[src/rgch_pkg.sv]
// ----------------------------------------------------------------------------
// rgch_pkg
// shared types and constants of the rg chromaticity histogram
// ----------------------------------------------------------------------------
package rgch_pkg;

    localparam int BINS_DEF = 256;
    localparam int COMP_W   = 8;
    localparam int BIN_W    = 8;
    localparam int COUNT_W  = 32;
    localparam logic [COUNT_W-1:0] COUNT_MAX = '1;

    typedef enum logic [1:0] {
        OP_ADD   = 2'd0,
        OP_READ  = 2'd1,
        OP_CLEAR = 2'd2
    } t_op;

    // controller to datapath
    typedef struct packed {
        logic load_in;
        logic div_step;
        logic mem_rd;
        logic out_fire;
        logic sweep_step;
        logic out_clear;
    } t_dp_cmd;

    // datapath to controller
    typedef struct packed {
        logic div_last;
        logic sweep_last;
        logic out_stall;
    } t_dp_status;

endpackage

[src/rgch_ctrl.sv]
// ----------------------------------------------------------------------------
// rgch_ctrl
// request sequencer: divide, memory access, clearing sweep, result hand-off
// ----------------------------------------------------------------------------
module rgch_ctrl (
    input  logic                  i_clk,
    input  logic                  i_rst_n,
    input  logic                  i_in_valid,
    output logic                  o_in_ready,
    input  rgch_pkg::t_op         i_op,
    output logic                  o_is_add,
    output rgch_pkg::t_dp_cmd     o_cmd,
    input  rgch_pkg::t_dp_status  i_status
);
    import rgch_pkg::*;

    typedef enum logic [2:0] {
        ST_SWEEP,
        ST_IDLE,
        ST_DIV,
        ST_RD,
        ST_OUT,
        ST_CLR_OUT
    } t_state;

    t_state r_state, n_state;
    logic   r_reply, n_reply;
    logic   accept;

    assign accept     = (r_state == ST_IDLE) && i_in_valid;
    assign o_in_ready = (r_state == ST_IDLE);
    assign o_is_add   = (i_op == OP_ADD);

    always_comb begin
        n_state = r_state;
        n_reply = r_reply;
        o_cmd   = '0;
        unique case (r_state)
            ST_SWEEP: begin
                o_cmd.sweep_step = 1'b1;
                if (i_status.sweep_last) begin
                    n_state = r_reply ? ST_CLR_OUT : ST_IDLE;
                end
            end
            ST_IDLE: begin
                if (accept) begin
                    o_cmd.load_in = 1'b1;
                    unique case (i_op)
                        OP_ADD: n_state = ST_DIV;
                        OP_CLEAR: begin
                            n_state = ST_SWEEP;
                            n_reply = 1'b1;
                        end
                        default: n_state = ST_RD;
                    endcase
                end
            end
            ST_DIV: begin
                o_cmd.div_step = 1'b1;
                if (i_status.div_last) begin
                    n_state = ST_RD;
                end
            end
            ST_RD: begin
                o_cmd.mem_rd = 1'b1;
                n_state      = ST_OUT;
            end
            ST_OUT: begin
                if (!i_status.out_stall) begin
                    o_cmd.out_fire = 1'b1;
                    n_state        = ST_IDLE;
                end
            end
            ST_CLR_OUT: begin
                if (!i_status.out_stall) begin
                    o_cmd.out_clear = 1'b1;
                    n_reply         = 1'b0;
                    n_state         = ST_IDLE;
                end
            end
            default: n_state = ST_IDLE;
        endcase
    end

    always_ff @(posedge i_clk) begin
        if (!i_rst_n) begin
            r_state <= ST_SWEEP;
            r_reply <= 1'b0;
        end else begin
            r_state <= n_state;
            r_reply <= n_reply;
        end
    end

endmodule

[config.mk]
export PLATFORM = sky130hd
export DESIGN_NAME = rgch_ctrl
export DESIGN_NICKNAME = d
export VERILOG_FILES = /design/src/rgch_pkg.sv /design/src/rgch_ctrl.sv
export SDC_FILE = /design/constraint.sdc
export NUM_CORES = 1
export LEC_CHECK = 0
export BUFFER_PORTS_ARGS = -buffer_cell sky130_fd_sc_hd__buf_2
export CAP_MARGIN = 20
export CORE_AREA = 3 3 40 42
export DETAILED_ROUTE_END_ITERATION = 7
export DIE_AREA = 0 0 43 45
export PLACE_DENSITY_LB_ADDON = 0.3
export SLEW_MARGIN = 20
export SYNTH_ARGS = -nofsm -noshare
export SYNTH_HDL_FRONTEND = slang
export SYNTH_SLANG_ARGS = --single-unit
[constraint.sdc]
create_clock -name i_clk -period 1.41 [get_ports i_clk]
set_clock_uncertainty 0.2 [all_clocks]
set_input_delay 0.282 -clock i_clk [delete_from_list [all_inputs] [get_ports i_clk]]
set_output_delay 0.282 -clock i_clk [all_outputs]
set_load 0.1 [all_outputs]
* Word level (Yosys, flattened, before mapping) *
Index checks and enable logic that the tools add are counted.

word-level totals
  memories = 0
  logic and storage cells = 40
  bits in latches = 0
  output and inout port bits = 8
  ROM bits = 0
  bits in writable memories = 0
  bits in registers = 4

operators by class
  divide/modulo/power cells = 0
  equality and inequality tests = 12
  $add $sub $neg = 0
  multiplexer cells = 19
  reductions and logical operators = 7
  shift-type cells = 0
  magnitude comparators = 0
  multipliers = 0
  bitwise gates (word level) = 0

operator list
  operator              number
  $mux W3               5
  $pmux W3 S5           1
  $mux W1               11
  $ne A2 B2 Y1 const B  4
  $reduce_and A4 Y1     2
  $eq A3 B2 Y1 const B  2
  $eq A3 B3 Y1 const B  2
  $ne A2 B1 Y1 const B  2
  $pmux W2 S2           1
  $eq A3 B1 Y1 const B  1
  $logic_not A3 Y1      1
  $eq A2 B2 Y1 const B  1
  $logic_not A2 Y1      1
  $pmux W1 S2           1
  $reduce_bool A2 Y1    1
  $reduce_or A2 Y1      1
  $logic_and A1 B1 Y1   1

* Logic depth before layout (Yosys ltp) *
Gate-level depths: netlist (run 1).

  word-level depth = 4
  gate-level depth with buffers = 4
  depth with buffers taken out = 3

* Worst setup path before layout (run 1) *
OpenSTA, ideal clock, no wires.

  path kind = register to output
  start = reg r_state[1]
  end = out o_cmd[2] (netlist bit)
  path slack = -2.720 ns
  data required time = 0.928 ns
  path buffers = 1
  data arrival time = 3.648 ns
  cell stages (with the launch flop) = 3
  cell sequence = dfxtp_1 -> buf_4 -> nor4b_1

RTL lines
  element                 RTL line         text
  from (decl)             rgch_ctrl.sv:26  t_state r_state, n_state;
  from (signal assigned)  rgch_ctrl.sv:90  r_state <= n_state;
  to (decl)               rgch_ctrl.sv:12  output rgch_pkg::t_dp_cmd o_cmd,

==> results.json, run 1 <==
{
  "clk_latency_ps": 240,
  "dr.first_iter.drc_count": 3,
  "hold_buffers": 0,
  "first_global_vias": 392,
  "routed_wl_um": 968,
  "busiest_layer": "met2",
  "whs_ps": 125,
  "finalHoldViolations": 0,
  "p_per_area_nw_per_um2": 862,
  "clk_path_buf_depth": 2,
  "cp.required_ps": 930,
  "clock.fmax_ghz": 0.586,
  "grt_usage": 0.120,
  "syn_inst": 35,
  "antenna_found_initial": 0,
  "cell_internal_pwr_mw": 0.375,
  "gp_congestion": 0.772,
  "port_buffers": 15,
  "cts_tree": "yes",
  "grt_pass1_wl_mm": 1.64,
  "crit_arrival_ps": 1220,
  "p_comb_frac": 0.530,
  "vias_per_cell": 4.75,
  "cts_sinks": 4,
  "syn_avg_cell_area_um2": 9.26,
  "seq_power_share": 0.221,
  "violations": "setup timing",
  "synthesis.nets": 43,
  "die_h_um": 45,
  "grt_max_degree": 9,
  "p_leak_nw": 0.297,
  "period_needed_ps": 1710,
  "num_antenna_cells": 0,
  "report.final.slew_viol_count": 0,
  "final.setup.tns_ps": -1790,
  "grt_overflow": 0,
  "num_vias": 366,
  "synth_cell_types": 24,
  "synthArstFlopShare": 0,
  "yosysTopAreaCellShare": 0.247,
  "setup_slack_ps": -296,
  "ant_nets": 0,
  "endpoint_kind": "output pin",
  "relSlewSlack": 0.730,
  "drive_above_1_share": 0.790,
  "status": "finished, violations left",
  "startpoint_type": "flop",
  "r2r_slack_ps": -180,
  "synth_common_cells": "dfxtp_1, nor3b_2",
  "swShare": 0.414,
  "root_buffer": "clkbuf_4",
  "drv_cap": 0,
  "use_met2": 0.204,
  "ys.flop_type": "dfxtp_1",
  "drc": 0,
  "clkPwrFrac": 0.249,
  "place_hpwl_um": 707,
  "fill_cells": 107,
  "p_sw_mw": 0.264,
  "tightest_slew_ps": 400,
  "start_util": 0.252,
  "met1_usage": 0.124,
  "syn_area_um2": 324,
  "setup_violations": 8,
  "area_growth_syn_to_layout_pct": 129,
  "die_x_um": 43,
  "row_count": 13,
  "core_area_um2": 1280,
  "rsz0062_at_grt": "true",
  "clk_pin_slew_worst_paths_ps": 40,
  "yosysSeqAreaShare": 0.247,
  "synth_area_leader_cell": "dfxtp_1",
  "dp_slack_ps": -93.7,
  "numCtsBuffers": 3,
  "synth.area.top_cells": "dfxtp_1, nor3b_2, nor4b_1",
  "detail_route.wl_per_cell_um": 12.6,
  "path_max_fanout": 5,
  "hold_path_class": "input port to flop",
  "htree_levels": 1,
  "grtUsageMet3": 0.0279,
  "yosys_warnings": 0,
  "synth_edf_count": 0,
  "nets": 71,
  "ir_drop_uv": 511,
  "period_share": 1.21,
  "dr.pass1.iters": 4,
  "synth-seq-cells": 4,
  "yosysMostFrequentCell": "dfxtp_1",
  "ios": 16,
  "die_area_um2": 1940,
  "crit_type": "flop to output pin"
}
[cells by family after synthesis]
logic type,synth area share
flops,0.247
buf+inv,0.0965
simple gates,0.471
compound gates,0.139
mux,0.0463
[critical path, stage by stage (launching register included)]
cell and delay (ps):
dfxtp_4 410, inv_8 50, nor4b_4 300, buf_12 220
[worst paths after layout]
kind / start / endpoint / cells after the start
max: r_state[0] / o_cmd[0] / 3
min: i_rst_n / r_state[1] / 2
max reg2reg: r_state[1] / r_state[0] / 5
min reg2reg: r_reply / r_reply / 2
[metal layers]
layer  up-vias  wire length, µm
met3         2               49
li1        181                -
met4         0               23
met2        12              541
met1       171              355
met5         -                0
[final cells by class]
| cell class | count | area (µm²) | share of cell area |
|---|---|---|---|
| multi-input combinational | 25 | 300 | 0.405 |
| inverter | 3 | 18.8 | 0.0253 |
| timing repair buffer | 26 | 289 | 0.390 |
| clock buffer | 4 | 26.3 | 0.0354 |
| sequential | 4 | 88.8 | 0.120 |
| tap | 15 | 18.8 | 0.0253 |
[timing repair]
item,CTS,global route
setup endpoints to repair,8,10
pin swaps,2,5
hold endpoints to repair,0,0
resized for setup,6,2
buffers inserted,2,0
[cells in the final DEF, fill, tap and decap left out, types with 2 or more instances in the layout]
cell | netlist | layout
clkbuf_4 | 0 | 3
buf_2 | 1 | 7
nor3b_2 | 3 | 3
dfxtp_4 | 0 | 2
nor3b_4 | 0 | 2
buf_4 | 2 | 8
buf_6 | 0 | 3
inv_1 | 2 | 2
nor4b_4 | 0 | 2
nor3_4 | 0 | 2
buf_12 | 0 | 8
[flip-flops by register name, summed over array words and instances (netlist names)]
name / cells
r_state: 3
r_reply: 1
[through the flow]
stage	total power [mW]	cell area [µm²]	utilization	cells
detailed placement	0.467	674	0.525	71
finish	0.639	742	0.577	77
global placement	0.465	674	0.525	71
floorplan	0.358	430	-	35
CTS	0.637	733	0.571	77
global route	0.670	742	0.577	77
[power by group through the flow]
stage / Sequential [mW] / Clock (mW) / Combinational [mW]
floorplan: 0.129 / 0 / 0.228
global placement: 0.142 / 0 / 0.323
detailed placement: 0.144 / 0 / 0.323
CTS: 0.141 / 0.161 / 0.336
global route: 0.141 / 0.176 / 0.353
finish: 0.141 / 0.159 / 0.339
No activity file was read; power rests on OpenSTA's default activity.
==> run 2: changes to the inputs <==
--- a/config.mk
+++ b/config.mk
@@ -11,6 +11,7 @@
 export DETAILED_ROUTE_END_ITERATION = 7
 export DIE_AREA = 0 0 43 45
 export PLACE_DENSITY_LB_ADDON = 0.3
+export REMOVE_ABC_BUFFERS = 1
 export SLEW_MARGIN = 20
 export SYNTH_ARGS = -nofsm -noshare
 export SYNTH_HDL_FRONTEND = slang
==> run 2 against run 1 <==
Effect of this change:
- the flow still finishes with violations (setup timing)
- cell area increased by 16%
- sequential power decreased by 4%
- register-to-register slack improved by 30 ps
- worst hold slack got worse by 4.6 ps
- first-iteration DRC count decreased by 100%
- flip-flop and latch count unchanged
- sequential share of layout area decreased by 1.3 points
- critical endpoint unchanged
==> results.json, run 2 (synthesis results as in run 1) <==
{
  "grt_usage": 0.147,
  "grt_pass1_wl_mm": 2.03,
  "vias_per_cell": 4.85,
  "row_count": 13,
  "routed-wl-met2_um": 700,
  "cell_internal_pwr_mw": 0.397,
  "cts_sinks": 4,
  "hold_path_class": "input port to flop",
  "topRoutingLayerUsed": "met4",
  "clock.fmax_ghz": 0.588,
  "startpoint_type": "flop",
  "post-route-util": 0.668,
  "num_vias": 422,
  "reg_top3": "r_state: 3 flops, r_reply: 1 flops",
  "cts_tree": "yes",
  "grt_overflow": 0,
  "report.final.slew_viol_count": 0,
  "die_x_um": 43,
  "p_comb_frac": 0.584,
  "antenna_found_initial": 0,
  "ir_drop_uv": 492,
  "regMostFlops": "r_state",
  "relSlewSlack": 0.835,
  "p_leak_nw": 0.368,
  "clk_path_buf_depth": 2,
  "finalHoldViolations": 0,
  "path_max_fanout": 4,
  "htree_levels": 1,
  "drv_cap": 0,
  "clk_pin_slew_worst_paths_ps": 40,
  "setup_violations": 8,
  "endpoint_kind": "output pin",
  "final_cell_mix": "buf_4, buf_6, buf_12",
  "hold_buffers": 0,
  "place_hpwl_um": 763,
  "routed_wl_mm": 1.21,
  "power_mw": 0.672,
  "period_needed_ps": 1700,
  "tightest_slew_ps": 247,
  "clkPwrFrac": 0.215,
  "setup_slack_ps": -291,
  "drive_above_1_share": 0.861,
  "final.setup.tns_ps": -1930,
  "drt-met1-wl_um": 436,
  "p_per_area_nw_per_um2": 783,
  "die_area_um2": 1940,
  "final_common_cell": "buf_4",
  "dr.first_iter.drc_count": 0,
  "status": "finished, violations left",
  "largest_reg_flops": 3,
  "crit_arrival_ps": 1220,
  "core_area_um2": 1280,
  "seq_power_share": 0.201,
  "cp.required_ps": 930,
  "placed_area_um2": 623,
  "rsz0062_at_grt": "true",
  "area_growth_syn_to_layout_pct": 165,
  "ant_nets": 0,
  "wl_met3_um": 62,
  "die_h_um": 45,
  "swShare": 0.410,
  "p_sw_mw": 0.275,
  "detail_route.wl_per_cell_um": 13.9,
  "final_area_um2": 858,
  "layout.cells.non_filler": 87,
  "nets": 82,
  "num_antenna_cells": 0,
  "violations": "setup timing",
  "period_share": 1.21,
  "first_global_vias": 456,
  "drc": 0,
  "dr.pass1.iters": 1,
  "start_util": 0.252,
  "grt_max_degree": 7,
  "gp_congestion": 0.767,
  "clk_latency_ps": 230,
  "dp_cells": 76,
  "numCtsBuffers": 3,
  "ios": 16,
  "crit_type": "flop to output pin",
  "port_buffers": 15,
  "root_buffer": "clkbuf_4"
}
==> run 2: cell types whose count changed in the layout (fill, tap and decap cells not counted), sizes merged <==
| cell | change |
|---|---|
| clkbuf | -1 |
| buf | +11 |
==> run 2: through the flow <==
| step | worst slack [ps] | hold WS (ps) |
|---|---|---|
| floorplan | -2700 | 228 |
| global placement | -146 | 351 |
| detailed placement | -171 | 354 |
| CTS | -281 | 106 |
| global route | -373 | 112 |
| finish | -291 | 121 |
==> run 2: routing by layer <==
layer  GRT usage  vias up
met4      0.0723        0
met2       0.278       12
met3      0.0438        2
met1       0.147      200
li1            -      208
met5           0        -
==> run 2: path summary, 6_finish.rpt <==
check / slack, ps / endpoint / cells after the start / start
worst max-delay path: -290 / o_cmd[0] / 4 / r_state[0]
worst min-delay path: 120 / r_state[2] / 2 / i_rst_n
worst max register to register: -150 / r_state[0] / 5 / r_state[1]
worst min register to register: 380 / r_reply / 2 / r_reply
==> run 2: repair_timing <==
item                       CTS  global route
setup buffers                9             1
gates resized for setup     22            12
pin swaps                    8             7
setup endpoints to repair    9            11
==> run 2: critical path, cell delays in order, from the launching register on <==
cell and delay (ps):
dfxtp_4 380, inv_4 60, nor4b_4 210, buf_4 170
buf_12 170
==> run 2: final cells by class <==
| cell class | instances | area [µm²] |
|---|---|---|
| multi-input cells | 25 | 318 |
| well taps | 15 | 18.8 |
| clock buffers | 3 | 22.5 |
| inverters | 3 | 13.8 |
| flip-flops and latches | 4 | 91.3 |
| repair buffers | 37 | 394 |
| fillers | 95 | 427 |
==> run 2: power groups by stage <==
stage | clock network [mW] | logic, mW | registers, mW
finish | 0.145 | 0.393 | 0.135
global route | 0.169 | 0.410 | 0.137
CTS | 0.149 | 0.366 | 0.134
detailed placement | 0 | 0.307 | 0.136
global placement | 0 | 0.305 | 0.136
floorplan | 0 | 0.168 | 0.137
==> run 3: changes to the inputs <==
--- a/config.mk
+++ b/config.mk
@@ -12,7 +12,9 @@
 export DIE_AREA = 0 0 43 45
 export PLACE_DENSITY_LB_ADDON = 0.3
 export REMOVE_ABC_BUFFERS = 1
+export SETUP_SLACK_MARGIN = 0.4
 export SLEW_MARGIN = 20
 export SYNTH_ARGS = -nofsm -noshare
 export SYNTH_HDL_FRONTEND = slang
 export SYNTH_SLANG_ARGS = --single-unit
+export TNS_END_PERCENT = 30
==> run 3 against run 2 <==
Effect of this change:
- the run still ends with setup timing left
- worst setup slack improved by 15 ps
- cell area fell by 2.2%
- final cell count shrank 1.1%
- critical path depth did not move
- register-to-register slack barely moved
- fmax up 0.88%
- worst hold slack improved by 2.7 ps
- highest routed layer is now met3
- global-route usage fell by 0.83 points
- clock power barely moved
- sequential power about the same
- power shrank 1.8%
- flip-flop and latch count unchanged
==> results.json, run 3 (synthesis results as in run 1) <==
{
  "status": "finished, violations left",
  "violations": "setup timing",
  "drc": 0,
  "htree_levels": 1,
  "clk_latency_ps": 230,
  "die_h_um": 45,
  "finalHoldViolations": 0,
  "clk_pin_slew_worst_paths_ps": 40,
  "die_x_um": 43,
  "rr_startpoint": "r_state[1]",
  "core_area_um2": 1280,
  "period_share": 1.20,
  "final_common_cell": "buf_4",
  "rsz0062_at_grt": "true",
  "numCtsBuffers": 3,
  "gp_congestion": 0.767,
  "dr.pass1.iters": 2,
  "vias_per_cell": 4.67,
  "ant_nets": 0,
  "drive_above_1_share": 0.845,
  "crit_arrival_ps": 1200,
  "routed_wl_mm": 1.17,
  "hold_path_class": "input port to flop",
  "first_global_vias": 423,
  "num_vias": 402,
  "grt_max_degree": 7,
  "r2r_end": "r_state[0]",
  "grt_usage": 0.139,
  "root_buffer": "clkbuf_4",
  "startpoint_type": "flop",
  "largest_reg_flops": 3,
  "busiest_layer": "met2",
  "row_count": 13,
  "use_met2": 0.260,
  "setup_slack_ps": -276,
  "antenna_found_initial": 0,
  "cell_internal_pwr_mw": 0.393,
  "clock.fmax_ghz": 0.593,
  "relSlewSlack": 0.837,
  "swShare": 0.405,
  "p_leak_nw": 0.362,
  "met1_usage": 0.137,
  "start_util": 0.252,
  "seq_power_share": 0.204,
  "crit_start": "r_state[2]",
  "final.setup.tns_ps": -1980,
  "report.final.slew_viol_count": 0,
  "regMostFlops": "r_state",
  "port_buffers": 15,
  "ir_drop_uv": 508,
  "reg_top3": "r_state: 3 flops, r_reply: 1 flops",
  "reg2regPathDepth": 5,
  "ios": 16,
  "grt_pass1_wl_mm": 1.90,
  "crit_type": "flop to output pin",
  "cp.required_ps": 930,
  "p_sw_mw": 0.268,
  "p_per_area_nw_per_um2": 786,
  "r2r_slack_ps": -140,
  "final_cell_mix": "buf_4, buf_12, buf_6",
  "clkPwrFrac": 0.218,
  "place_hpwl_um": 763,
  "power_mw": 0.660,
  "grt_overflow": 0,
  "hold_start": "i_rst_n",
  "dr.first_iter.drc_count": 3,
  "tightest_slew_ps": 244,
  "nets": 81,
  "drv_cap": 0,
  "setup_violations": 9,
  "grtUsageMet3": 0.0438,
  "period_needed_ps": 1690,
  "num_antenna_cells": 0,
  "detail_route.wl_per_cell_um": 13.6,
  "die_area_um2": 1940,
  "path_max_fanout": 6,
  "crit_end": "o_cmd[4]",
  "cts_tree": "yes",
  "endpoint_kind": "output pin",
  "p_comb_frac": 0.579,
  "clk_path_buf_depth": 2,
  "cts_sinks": 4,
  "area_growth_syn_to_layout_pct": 159
}
## run 3: cell type report
type | instances | area (µm²)
fillers | 99 | 445
inverters | 3 | 13.8
clock buffers | 3 | 22.5
well taps | 15 | 18.8
repair buffers | 36 | 395
multi-input cells | 25 | 298
flip-flops and latches | 4 | 91.3
## run 3: what timing repair did
action | CTS | global route
hold buffers | 0 | 0
endpoints found under the setup margin | 12 | 12
setup buffers | 6 | 1
pin swaps | 11 | 5
gates resized for setup | 29 | 6
## run 3: worst min path at each step
| stage | cells after the start | slack (ps) | endpoint |
|---|---|---|---|
| after detailed placement | 2 | 350 | r_state[2] |
| after global placement | 2 | 350 | r_state[2] |
| after floorplan | 1 | 230 | r_state[2] |
| final | 2 | 120 | r_state[2] |
| after CTS | 2 | 110 | r_state[2] |
| after global routing | 2 | 120 | r_state[2] |
## run 3: critical path: stages, from the launching register on
cell	delay, ps
dfxtp_4	360
buf_6	130
nor3b_2	180
buf_4	140
buf_12	160
## run 3: per-stage QoR
stage	utilization	instance area, µm²	hold slack, ps	setup slack (ps)	cells
detailed placement	0.485	623	354	-171	76
global placement	0.485	623	351	-146	76
finish	0.653	840	123	-276	86
floorplan	-	304	228	-2700	32
CTS	0.622	800	111	-282	85
global route	0.653	840	125	-365	86
## run 3: metal layers
metal  wire (µm)  part of all wire
met1         448              0.38
met2         678              0.58
met3          39             0.033
met4           0                 0
met5           0                 0
## run 3: power by group through the flow
stage	clock network, mW	logic (mW)	registers, mW
finish	0.144	0.382	0.134
global route	0.168	0.398	0.136
CTS	0.149	0.366	0.133
detailed placement	0	0.307	0.136
global placement	0	0.305	0.136
floorplan	0	0.168	0.137
